[src/hdl/rrg_pkg.sv]
// Shared constants, types and helper functions for the RANROT-B generator.
package rrg_pkg;

	localparam int unsigned WORD_W   = 32;
	localparam int unsigned FRAC_W   = 23;
	localparam int unsigned RING_LEN = 17;
	localparam int unsigned PTR_W    = $clog2(RING_LEN);
	localparam int unsigned ROT_LAG  = 13;
	localparam int unsigned ROT_LEAD = 9;

	localparam logic [WORD_W-1:0] LCG_MUL   = 32'd2891336453;
	localparam logic [WORD_W-1:0] RESET_SEED = 32'd1;
	localparam logic [PTR_W-1:0]  LEAD_START = PTR_W'(0);
	localparam logic [PTR_W-1:0]  LAG_START  = PTR_W'(10);
	localparam logic [PTR_W-1:0]  PTR_LAST   = PTR_W'(RING_LEN - 1);

	localparam logic CMD_RESEED = 1'b0;
	localparam logic CMD_DRAW   = 1'b1;

	typedef enum logic [1:0] {
		ST_FILL,
		ST_IDLE,
		ST_WRITE
	} rrg_state_t;

	typedef struct packed {
		logic accept;     // count this input beat
		logic load_seed;  // start a reseed from the beat's seed
		logic fill_step;  // one congruential step into the ring
		logic rd_en;      // read lead and lag words
		logic draw_wr;    // write back the drawn word and load the output
	} rrg_cmd_t;

	typedef struct packed {
		logic fill_last;
		logic out_free;
	} rrg_status_t;

	function automatic logic [WORD_W-1:0] rotl_lag(input logic [WORD_W-1:0] v);
		return (v << ROT_LAG) | (v >> (WORD_W - ROT_LAG));
	endfunction

	function automatic logic [WORD_W-1:0] rotl_lead(input logic [WORD_W-1:0] v);
		return (v << ROT_LEAD) | (v >> (WORD_W - ROT_LEAD));
	endfunction

	function automatic logic [PTR_W-1:0] step_down(input logic [PTR_W-1:0] p);
		return (p == '0) ? PTR_LAST : PTR_W'(p - PTR_W'(1));
	endfunction

endpackage

[src/hdl/rrg_ctrl.sv]
// Sequencer for the generator: reset fill, reseed sweep and the draw's read and write steps.
module rrg_ctrl import rrg_pkg::*; (
	input  logic        clk,
	input  logic        arst_n,
	input  logic        in_valid,
	output logic        in_stall,
	input  logic        command,
	input  rrg_status_t status,
	output rrg_cmd_t    cmd
);

	rrg_state_t state_q, state_d;

	always_ff @(posedge clk or negedge arst_n) begin
		if (!arst_n) begin
			state_q <= ST_FILL;
		end else begin
			state_q <= state_d;
		end
	end

	always_comb begin
		state_d  = state_q;
		cmd      = '0;
		in_stall = 1'b1;
		unique case (state_q)
			ST_FILL: begin
				cmd.fill_step = 1'b1;
				if (status.fill_last) begin
					state_d = ST_IDLE;
				end
			end
			ST_IDLE: begin
				in_stall = 1'b0;
				if (in_valid) begin
					cmd.accept = 1'b1;
					if (command == CMD_RESEED) begin
						cmd.load_seed = 1'b1;
						state_d       = ST_FILL;
					end else begin
						cmd.rd_en = 1'b1;
						state_d   = ST_WRITE;
					end
				end
			end
			ST_WRITE: begin
				// wait here while the previous result is still held
				if (status.out_free) begin
					cmd.draw_wr = 1'b1;
					state_d     = ST_IDLE;
				end
			end
			default: begin
				state_d = ST_FILL;
			end
		endcase
	end

endmodule

[src/hdl/rrg_dp.sv]
// Datapath: ring memory, pointers, congruential filler, draw adder, output register.
module rrg_dp import rrg_pkg::*; (
	input  logic                clk,
	input  logic                arst_n,
	input  rrg_cmd_t            cmd,
	output rrg_status_t         status,
	input  logic [WORD_W-1:0]   seed,
	output logic                out_valid,
	input  logic                out_stall,
	output logic [WORD_W-1:0]   random_word,
	output logic [FRAC_W-1:0]   unit_fraction
);

	logic [WORD_W-1:0] ring_mem [RING_LEN];
	logic [WORD_W-1:0] lead_rd_q, lag_rd_q;
	logic [PTR_W-1:0]  lead_q, lag_q, fill_idx_q;
	logic [WORD_W-1:0] count_q, lcg_q;
	logic [WORD_W-1:0] count_next, seed_eff, lcg_next, draw_word;
	logic              out_valid_q;
	logic [WORD_W-1:0] word_q;
	logic              mem_we;
	logic [PTR_W-1:0]  mem_wa;
	logic [WORD_W-1:0] mem_wd;

	assign count_next = count_q + WORD_W'(1);
	assign seed_eff   = (seed == '0) ? count_next : seed;
	assign lcg_next   = lcg_q * LCG_MUL + WORD_W'(1);
	assign draw_word  = rotl_lag(lag_rd_q) + rotl_lead(lead_rd_q);

	assign mem_we = cmd.fill_step | cmd.draw_wr;
	assign mem_wa = cmd.fill_step ? fill_idx_q : lead_q;
	assign mem_wd = cmd.fill_step ? lcg_next : draw_word;

	// ring: one write port, two registered read ports
	always_ff @(posedge clk) begin
		if (mem_we) begin
			ring_mem[mem_wa] <= mem_wd;
		end
		if (cmd.rd_en) begin
			lead_rd_q <= ring_mem[lead_q];
			lag_rd_q  <= ring_mem[lag_q];
		end
	end

	always_ff @(posedge clk or negedge arst_n) begin
		if (!arst_n) begin
			count_q    <= '0;
			lcg_q      <= RESET_SEED;
			fill_idx_q <= '0;
			lead_q     <= LEAD_START;
			lag_q      <= LAG_START;
		end else begin
			if (cmd.accept) begin
				count_q <= count_next;
			end
			if (cmd.load_seed) begin
				lcg_q      <= seed_eff;
				fill_idx_q <= '0;
				lead_q     <= LEAD_START;
				lag_q      <= LAG_START;
			end else if (cmd.fill_step) begin
				lcg_q      <= lcg_next;
				fill_idx_q <= (fill_idx_q == PTR_LAST) ? '0 : PTR_W'(fill_idx_q + PTR_W'(1));
			end
			if (cmd.draw_wr) begin
				lead_q <= step_down(lead_q);
				lag_q  <= step_down(lag_q);
			end
		end
	end

	// output register
	always_ff @(posedge clk or negedge arst_n) begin
		if (!arst_n) begin
			out_valid_q <= 1'b0;
		end else if (cmd.draw_wr) begin
			out_valid_q <= 1'b1;
		end else if (!out_stall) begin
			out_valid_q <= 1'b0;
		end
	end

	always_ff @(posedge clk) begin
		if (cmd.draw_wr) begin
			word_q <= draw_word;
		end
	end

	assign status.fill_last = (fill_idx_q == PTR_LAST);
	assign status.out_free  = !out_valid_q || !out_stall;

	assign out_valid     = out_valid_q;
	assign random_word   = word_q;
	assign unit_fraction = word_q[WORD_W-1 -: FRAC_W];

`ifndef SYNTHESIS
	a_ptr_range: assert property (@(posedge clk) disable iff (!arst_n)
		(lead_q <= PTR_LAST) && (lag_q <= PTR_LAST) && (fill_idx_q <= PTR_LAST))
		else $error("ring pointer out of range");

	a_ptr_gap: assert property (@(posedge clk) disable iff (!arst_n)
		((PTR_W+1)'(lag_q) == (PTR_W+1)'(lead_q) + (PTR_W+1)'(LAG_START)) ||
		((PTR_W+1)'(lag_q) + (PTR_W+1)'(RING_LEN) ==
			(PTR_W+1)'(lead_q) + (PTR_W+1)'(LAG_START)))
		else $error("lead and lag pointers lost their spacing");

	a_out_from_draw: assert property (@(posedge clk) disable iff (!arst_n)
		$rose(out_valid_q) |-> $past(cmd.draw_wr))
		else $error("result appeared without a draw");

	a_no_overwrite: assert property (@(posedge clk) disable iff (!arst_n)
		cmd.draw_wr |-> (!out_valid_q || !out_stall))
		else $error("held result overwritten");
`endif

endmodule

[src/hdl/ranrot_random_generator.sv]
// RANROT-B random generator: 17-word ring with lags 0 and 10.
//
// Input channel (in_valid / in_stall, command, seed): command 1 draws one
// word, command 0 reseeds the ring from seed; a zero seed is replaced by
// the running count of input beats. Every input beat bumps that count.
// Output channel (out_valid / out_stall, random_word, unit_fraction): one
// beat per draw, none per reseed. unit_fraction is the word's top 23 bits,
// a fraction in [0,1) with 23 fractional bits.
// A draw first does the ring memory's registered read of the lead and
// lag words, then the add, write-back and output load. The result is valid
// in the cycle after the draw's write step. A reseed holds in_stall high
// while it makes one congruential step (one 32x32 multiply) per ring word.
// After reset the ring is filled from seed 1 by the same sweep;
// in_stall stays high until it ends. Pointers reset to 0 and 10, count to 0.
// A stalled result is held; a new item is still taken while it waits, but
// a draw finishes only once the output register is free.
module ranrot_random_generator import rrg_pkg::*; (
	input  logic                clk,
	input  logic                arst_n,
	input  logic                in_valid,
	output logic                in_stall,
	input  logic                command,
	input  logic [WORD_W-1:0]   seed,
	output logic                out_valid,
	input  logic                out_stall,
	output logic [WORD_W-1:0]   random_word,
	output logic [FRAC_W-1:0]   unit_fraction
);

	rrg_cmd_t    cmd;
	rrg_status_t status;

	rrg_ctrl u_ctrl (
		.clk      (clk),
		.arst_n   (arst_n),
		.in_valid (in_valid),
		.in_stall (in_stall),
		.command  (command),
		.status   (status),
		.cmd      (cmd)
	);

	rrg_dp u_dp (
		.clk           (clk),
		.arst_n        (arst_n),
		.cmd           (cmd),
		.status        (status),
		.seed          (seed),
		.out_valid     (out_valid),
		.out_stall     (out_stall),
		.random_word   (random_word),
		.unit_fraction (unit_fraction)
	);

endmodule

[config.mk]
export PLATFORM = sky130hd
export DESIGN_NAME = ranrot_random_generator
export DESIGN_NICKNAME = d
export VERILOG_FILES = /design/src/hdl/rrg_pkg.sv /design/src/hdl/rrg_ctrl.sv /design/src/hdl/rrg_dp.sv /design/src/hdl/ranrot_random_generator.sv
export SDC_FILE = /design/constraint.sdc
export NUM_CORES = 2
export LEC_CHECK = 0
export BUFFER_PORTS_ARGS = -buffer_cell sky130_fd_sc_hd__buf_4
export CAP_MARGIN = 10
export CORE_AREA = 2 2 292 294
export DETAILED_ROUTE_END_ITERATION = 6
export DIE_AREA = 0 0 294 296
export PLACE_DENSITY_LB_ADDON = 0.3
export SYNTH_ARGS = -nofsm -noshare
export SYNTH_HDL_FRONTEND = slang
export SYNTH_SLANG_ARGS = --single-unit
[constraint.sdc]
create_clock -name clk -period 17.55 [get_ports clk]
set_input_delay 1.755 -clock clk [delete_from_list [all_inputs] [get_ports clk]]
set_output_delay 1.755 -clock clk [all_outputs]
set_load 0.01 [all_outputs]
After elaboration in Yosys (flattened, before gate mapping)
Memory sizes are Yosys's and may differ from the RTL's. A register that Yosys moved wholly into a read port is not among the register bits.
Cells that the tools add are included.
{ "word_totals": {"ram_bits": 544, "input_bits": 37, "elab_cells": 69, "n_memories": 1, "out_inout_bits": 57, "regBits": 114} }
{ "op_classes": {"n_mux": 33, "addsub": 6, "reduce_logical": 10, "bitwise": 3, "n_eq_ne": 7, "multipliers": 1} }
{ "memory_table": {"columns": ["name", "depth", "word_bits", "rd", "rd_clocked_by_memory_dff", "write_ports", "line", "source"], "rows": [
  ["u_dp.ring_mem", 17, 32, 2, 2, 1, "rrg_dp.sv:14", "logic [WORD_W-1:0] ring_mem [RING_LEN];"]
]} }
{ "op_table": {"columns": ["operator", "count"], "rows": [
  ["$mux 32", 4],
  ["$add 32x1->32 const B", 2],
  ["$mux 5", 10],
  ["$add 32x32->32", 1],
  ["$logic_not 32->1", 1],
  ["$mul 32x32->32 const B", 1],
  ["$or 32x13->32", 1],
  ["$or 32x9->32", 1],
  ["$mux 1", 12],
  ["$mux 2", 6],
  ["$logic_not 5->1", 2],
  ["$sub 5x1->5 const B", 2],
  ["$ne 2x2->1 const B", 3],
  ["$pmux 2 s3", 1],
  ["$add 5x1->5 const B", 1],
  ["$eq 5x5->1 const B", 1],
  ["$reduce_bool 2->1", 2],
  ["$reduce_and 3->1", 1],
  ["$eq 2x1->1 const B", 1],
  ["$eq 2x2->1 const B", 1],
  ["$logic_not 1->1", 2],
  ["$logic_not 2->1", 1],
  ["$ne 2x1->1 const B", 1],
  ["$logic_or 1x1->1", 1],
  ["$or 1x1->1", 1]
]} }

Longest topological paths before layout
{ "logic_depth": {"depth_word": 7, "depth_mapped": 23, "ltp_nobuf": 23} }

By module
From an unflattened synthesis, not the netlist that was laid out.
{ "hier_totals": {"hier_cells": 2699, "hier_area_um2": 41596.1} }
{ "modules_own_cells": {"columns": ["module", "seq_area_each_um2", "cells_per_inst", "area_per_inst_um2", "instances"], "rows": [
  ["rrg_dp", 21224.1, 2685, 41477.3, 1],
  ["rrg_ctrl", 50.0, 14, 118.9, 1]
]} }

Least setup slack after synthesis
OpenSTA, ideal clock, no wires.
{ "synth_timing": {"kind": "register to register", "from": "register u_dp.lcg_q[7]", "to": "memory u_dp.ring_mem[0][29] (data pin)", "synth_period_minus_slack_ns": 6.238, "t_required_ns": 17.216, "path_stages_with_launch": 24, "setup_slack_ns": 11.312, "arrival_time_ns": 5.904, "path_buffers": 0, "setup_time_ns": 0.334, "path_cell_list": "dfrtp_1 ha_1 ha_1 ha_1 inv_1 fa_1 inv_1 fa_1 inv_1 fa_1 inv_1 fa_1 inv_1 fa_1 inv_1 ha_1 a21o_1 a21o_1 a21oi_1 nand3_1 o2111a_1 o41ai_1 mux2i_1 o31ai_1"} }
{ "synth_between": {"elab_chain_len": 3} }
{ "synth_lines": {"columns": ["element", "line", "source"], "rows": [
  ["start, declared", "rrg_dp.sv:17", "logic [WORD_W-1:0] count_q, lcg_q;"],
  ["start signal, assigned", "rrg_dp.sv:62", "lcg_q <= lcg_next;"],
  ["$mul 32x32->32", "rrg_dp.sv:27", "assign lcg_next = lcg_q * LCG_MUL + WORD_W'(1);"],
  ["$add 32x1->32", "rrg_dp.sv:27", null],
  ["$mux 32", "rrg_dp.sv:32", "assign mem_wd = cmd.fill_step ? lcg_next : draw_word;"],
  ["net u_dp.mem_wd[29]", "rrg_dp.sv:23", "logic [WORD_W-1:0] mem_wd;"],
  ["end, declared", "rrg_dp.sv:14", null]
]} }
The timed path passes the listed nets, and every way through them passes these cells.

Worst setup path in the final report
{ "layout_timing": {"from": "register u_dp.lcg_q[15]", "to": "memory u_dp.ring_mem[16][30] (data pin)"} }
The elaborated chain is that of the path after synthesis.

==> impl_table.tex <==
\begin{tabular}{lr}
\hline
Metric & Value \\
\hline
\multicolumn{2}{l}{\textbf{Timing}} \\
\quad Number of endpoints failing setup at the final stage & 0 \\
\quad Worst slew slack as a fraction of its limit & 17.5\% \\
\quad Shortest clock period the worst path allows after layout & 7.44 ns \\
\quad Max-slew violation count & 0 \\
\quad Maximum frequency from static timing analysis & 134 MHz \\
\quad Setup skew after layout & $\sim$0.033 ns \\
\quad Final Cycle Share & between 40\% and 50\% \\
\quad Worst hold slack & between 0.4 and 0.5 ns \\
\quad Total negative slack for setup checks & 0 ns \\
\quad Pin slew with the least headroom to its limit & 1.23 ns \\
\quad Unrepaired setup endpoints after global routing & no \\
\quad Final hold violation count & 0 \\
\multicolumn{2}{l}{\textbf{Routing}} \\
\quad Drt via density & between 6 and 7 \\
\quad Detailed-route wire length per cell & 29.6 µm \\
\quad Count of vias placed by the detailed router & 25100 \\
\quad Antenna viol nets, final & 0 \\
\quad Total iterations of the first detailed-routing run & 7 \\
\quad Total DRC errors in the routed layout & 0 \\
\quad Iteration-0 DRC count of the detailed router & 2878 \\
\quad WL final & 117000 µm \\
\multicolumn{2}{l}{\textbf{Yosys}} \\
\quad Flip-flop and latch count after synthesis & 722 \\
\quad Yosys warnings & 0 \\
\quad FFs w/ async S/R, synth & 11.4\% \\
\quad Netlist Area Pre-Place & 41600 µm² \\
\quad Count of flip-flops with a built-in enable after synthesis & 640 \\
\quad Post-synthesis cell type count & 68 \\
\quad Gate Count Post-Synth & 2716 \\
\quad Nets in the synthesized netlist & 3126 \\
\quad Most frequently used flop master after synthesis & sky130\_fd\_sc\_hd\_\_edfxtp\_1 \\
\quad Synthesized area per cell & 15.3 µm² \\
\quad Sequential element share of the synthesized area & 51.1\% \\
\multicolumn{2}{l}{\textbf{Clock network}} \\
\quad Cts bufs inserted & 79 \\
\quad Buffer levels on the longest clock path & 3 \\
\quad Post-CTS setup-driven buffer insertion count & 0 \\
\quad Clock sinks & 722 \\
\quad CTS H-tree depth & 3 \\
\quad Clock slew seen by the registers of the worst setup and hold paths & 0.06 ns \\
\quad Quantity of hold-fixing buffers added after cts & 0 \\
\quad Resized Gates After CTS & 0 \\
\quad Clock tree from TritonCTS & built \\
\quad Root buffer cell & sky130\_fd\_sc\_hd\_\_clkbuf\_16 \\
\quad Worst-Skew Late Latency & 0.63 ns \\
\multicolumn{2}{l}{\textbf{Global routing}} \\
\quad Total GRT Usage & 27.3\% \\
\quad Global-route wire length before repair & 171000 µm \\
\quad GRT overflow & 0 \\
\quad Number of antenna violations at the first check in global routing & 2 \\
\quad Vias in the first global route & 25600 \\
\quad Largest net degree at the start of global routing & 92 \\
\multicolumn{2}{l}{\textbf{Critical path}} \\
\quad Setup crit end kind & flop \\
\quad Family of cells with the greatest summed delay on the critical path & adder cells \\
\quad CP most frequent cell & sky130\_fd\_sc\_hd\_\_fa\_1 \\
\quad Slowest Stage Delay on Critical Path & roughly 0.65 ns \\
\quad Top fanout value on the critical path & 17 \\
\quad CP Launch Type & flop \\
\quad Worst EP arrival & between 7 and 8 ns \\
\quad Critical Path Slowest Stage Cell & sky130\_fd\_sc\_hd\_\_nand3\_1 \\
\quad WP data required & between 15 and 20 ns \\
\quad Sequence of cells on the critical path & inv\_1 > fa\_1 > fa\_1 > fa\_1 > inv\_1 > fa\_1 > fa\_1 > fa\_1 > inv\_1 > fa\_1 > inv\_1 > ha\_1 > nand2\_1 > nor2\_1 > nand3\_1 > a21oi\_1 > o31ai\_1 > o21ai\_0 > mux2i\_1 > nand3\_1 \\
\quad CP bufs+invs & 4 \\
\quad R2r setup slk & slightly above 10 ns \\
\quad Worst setup path class & reg2reg \\
\multicolumn{2}{l}{\textbf{Die}} \\
\quad Standard-cell row count & 107 \\
\quad Die ar. & $\sim$87000 µm² \\
\quad Top Ports & 94 \\
\quad Vertical die dimension & 296 µm \\
\quad Overall die width & roughly 290 µm \\
\quad Floorplan Core Area & 84200 µm² \\
\quad Initial Util & 49.4\% \\
\multicolumn{2}{l}{\textbf{Layout}} \\
\quad Antenna cell count & 0 \\
\quad Number of nets in the layout & around 3200 \\
\quad Area growth, synth to finish & 11.1\% \\
\quad Fraction of layout cells with a size suffix above 1 & 24.5\% \\
\multicolumn{2}{l}{\textbf{Placed design}} \\
\quad Estimated wirelength of the detail-placed design & 75400 µm \\
\quad Routability Congestion & 0.969 \\
\quad \# port buffers & just over 90 \\
\multicolumn{2}{l}{\textbf{Worst hold path}} \\
\quad Worst min-delay path class & reg2reg \\
\multicolumn{2}{l}{\textbf{Status}} \\
\quad Status & finished clean \\
\multicolumn{2}{l}{\textbf{Flow run}} \\
\quad Max\_cap viols & 0 \\
\hline
\end{tabular}
-- state kept, by name, summed over array words and instances, names as in the netlist --
name / count
u_dp.random_word: 32
u_dp.lcg_q: 32
u_ctrl.state_q: 2
u_dp.lag_rd_q: 32
u_dp.fill_idx_q: 5
u_dp.lag_q: 5
u_dp.out_valid: 1
u_dp.lead_rd_q: 32
u_dp.lead_q: 5
u_dp.ring_mem: 544
u_dp.count_q: 32
-- per-layer routing --
layer	routed length [µm]	vias up	GRT usage, %
met5	31	-	0
met1	45200	13000	36.5
met2	55800	1326	43.9
met3	10400	267	5.16
li1	-	10500	-
met4	5250	4	11.7
-- synth_stat cells (9+ instances only) --
cell	number	area [µm²]
sky130_fd_sc_hd__mux2_2	64	721
sky130_fd_sc_hd__a21bo_2	9	90.1
sky130_fd_sc_hd__and2_1	15	93.8
sky130_fd_sc_hd__mux4_2	320	7210
sky130_fd_sc_hd__xnor2_1	82	718
sky130_fd_sc_hd__inv_1	269	1010
sky130_fd_sc_hd__ha_1	231	2890
sky130_fd_sc_hd__nor3_1	19	95.1
sky130_fd_sc_hd__buf_1	27	101
sky130_fd_sc_hd__o211ai_1	10	75.1
sky130_fd_sc_hd__buf_4	23	173
sky130_fd_sc_hd__a211oi_1	30	225
sky130_fd_sc_hd__buf_2	10	50.1
sky130_fd_sc_hd__o31ai_1	11	82.6
sky130_fd_sc_hd__nand4_1	16	100
sky130_fd_sc_hd__o21a_1	18	135
sky130_fd_sc_hd__nand3_1	35	175
sky130_fd_sc_hd__a21oi_1	81	405
sky130_fd_sc_hd__nand2b_1	11	68.8
sky130_fd_sc_hd__nor4_1	12	75.1
sky130_fd_sc_hd__xor2_1	48	420
sky130_fd_sc_hd__nand2_1	148	556
sky130_fd_sc_hd__clkbuf_1	80	300
sky130_fd_sc_hd__fa_1	142	2840
sky130_fd_sc_hd__dfrtp_1	79	1980
sky130_fd_sc_hd__a31oi_1	18	113
sky130_fd_sc_hd__a21o_1	18	135
sky130_fd_sc_hd__and3_1	15	93.8
sky130_fd_sc_hd__edfxtp_1	640	19200
sky130_fd_sc_hd__nor2_1	78	293
sky130_fd_sc_hd__o21ai_0	57	285
-- final timing paths --
| check | start | end | depth (start not counted) |
|---|---|---|---|
| setup / recovery | u_dp.lcg_q[15] | u_dp.ring_mem[16][30] | 20 |
| hold / removal | u_dp.count_q[31] | u_dp.count_q[31] | 1 |
| setup reg to reg | u_dp.lcg_q[15] | u_dp.ring_mem[16][30] | 20 |
| hold reg to reg | u_dp.count_q[31] | u_dp.count_q[31] | 1 |
| max in group asynchronous | arst_n | u_dp.lead_q[0] | 2 |
| min in group asynchronous | arst_n | u_dp.count_q[3] | 1 |
-- logic make-up (layout without fill, tap and decap cells) --
kind of cell / after synthesis / after routing / synth area share (%)
AO/OA/AOI/OAI: 296 / 296 / 4.65
AND/OR/NAND/NOR: 394 / 394 / 4.51
XOR/XNOR: 133 / 133 / 2.90
multiplexers: 389 / 389 / 19.2
adder cells (fa/ha/maj): 373 / 373 / 13.8
buffers and inverters: 409 / 550 / 3.92
flip-flops: 722 / 722 / 51.1
-- layout by cell type (no fill, tap or decap), types with 18 or more instances in the layout --
cell type	instances
sky130_fd_sc_hd__clkbuf_16	81
sky130_fd_sc_hd__nand3_1	35
sky130_fd_sc_hd__ha_1	231
sky130_fd_sc_hd__inv_1	268
sky130_fd_sc_hd__fa_1	142
sky130_fd_sc_hd__a211oi_1	30
sky130_fd_sc_hd__nor2_1	60
sky130_fd_sc_hd__a21o_1	18
sky130_fd_sc_hd__mux4_2	320
sky130_fd_sc_hd__a21oi_1	81
sky130_fd_sc_hd__dfrtp_1	71
sky130_fd_sc_hd__mux2_2	64
sky130_fd_sc_hd__nor3_1	18
sky130_fd_sc_hd__xor2_1	48
sky130_fd_sc_hd__a31oi_1	18
sky130_fd_sc_hd__nand2_1	148
sky130_fd_sc_hd__buf_4	135
sky130_fd_sc_hd__edfxtp_1	640
sky130_fd_sc_hd__o21ai_0	54
sky130_fd_sc_hd__xnor2_1	82
sky130_fd_sc_hd__o21a_1	18
-- area by class of cell --
class	instances	area [µm²]
clock buffer	96	2120
clock inverter	49	567
fill	6549	37900
inverter	269	1010
multi-input combinational	1585	18900
sequential	722	21300
tap	1090	1360
timing repair buffer	136	1030
-- metrics by stage --
stage	cell area [µm²]	setup slack (ns)	cells	util, %
floorplan	41600	11.31	2716	-
global placement	43600	10.40	3802	51.7
detailed placement	43600	10.27	3802	51.7
CTS	46300	10.25	3947	54.9
global route	46300	9.83	3947	54.9
finish	46300	10.11	3947	54.9
Power is left out: the tool's default activity adds up to more than one toggle a clock period on the data nets, which glitch-free logic cannot reach.
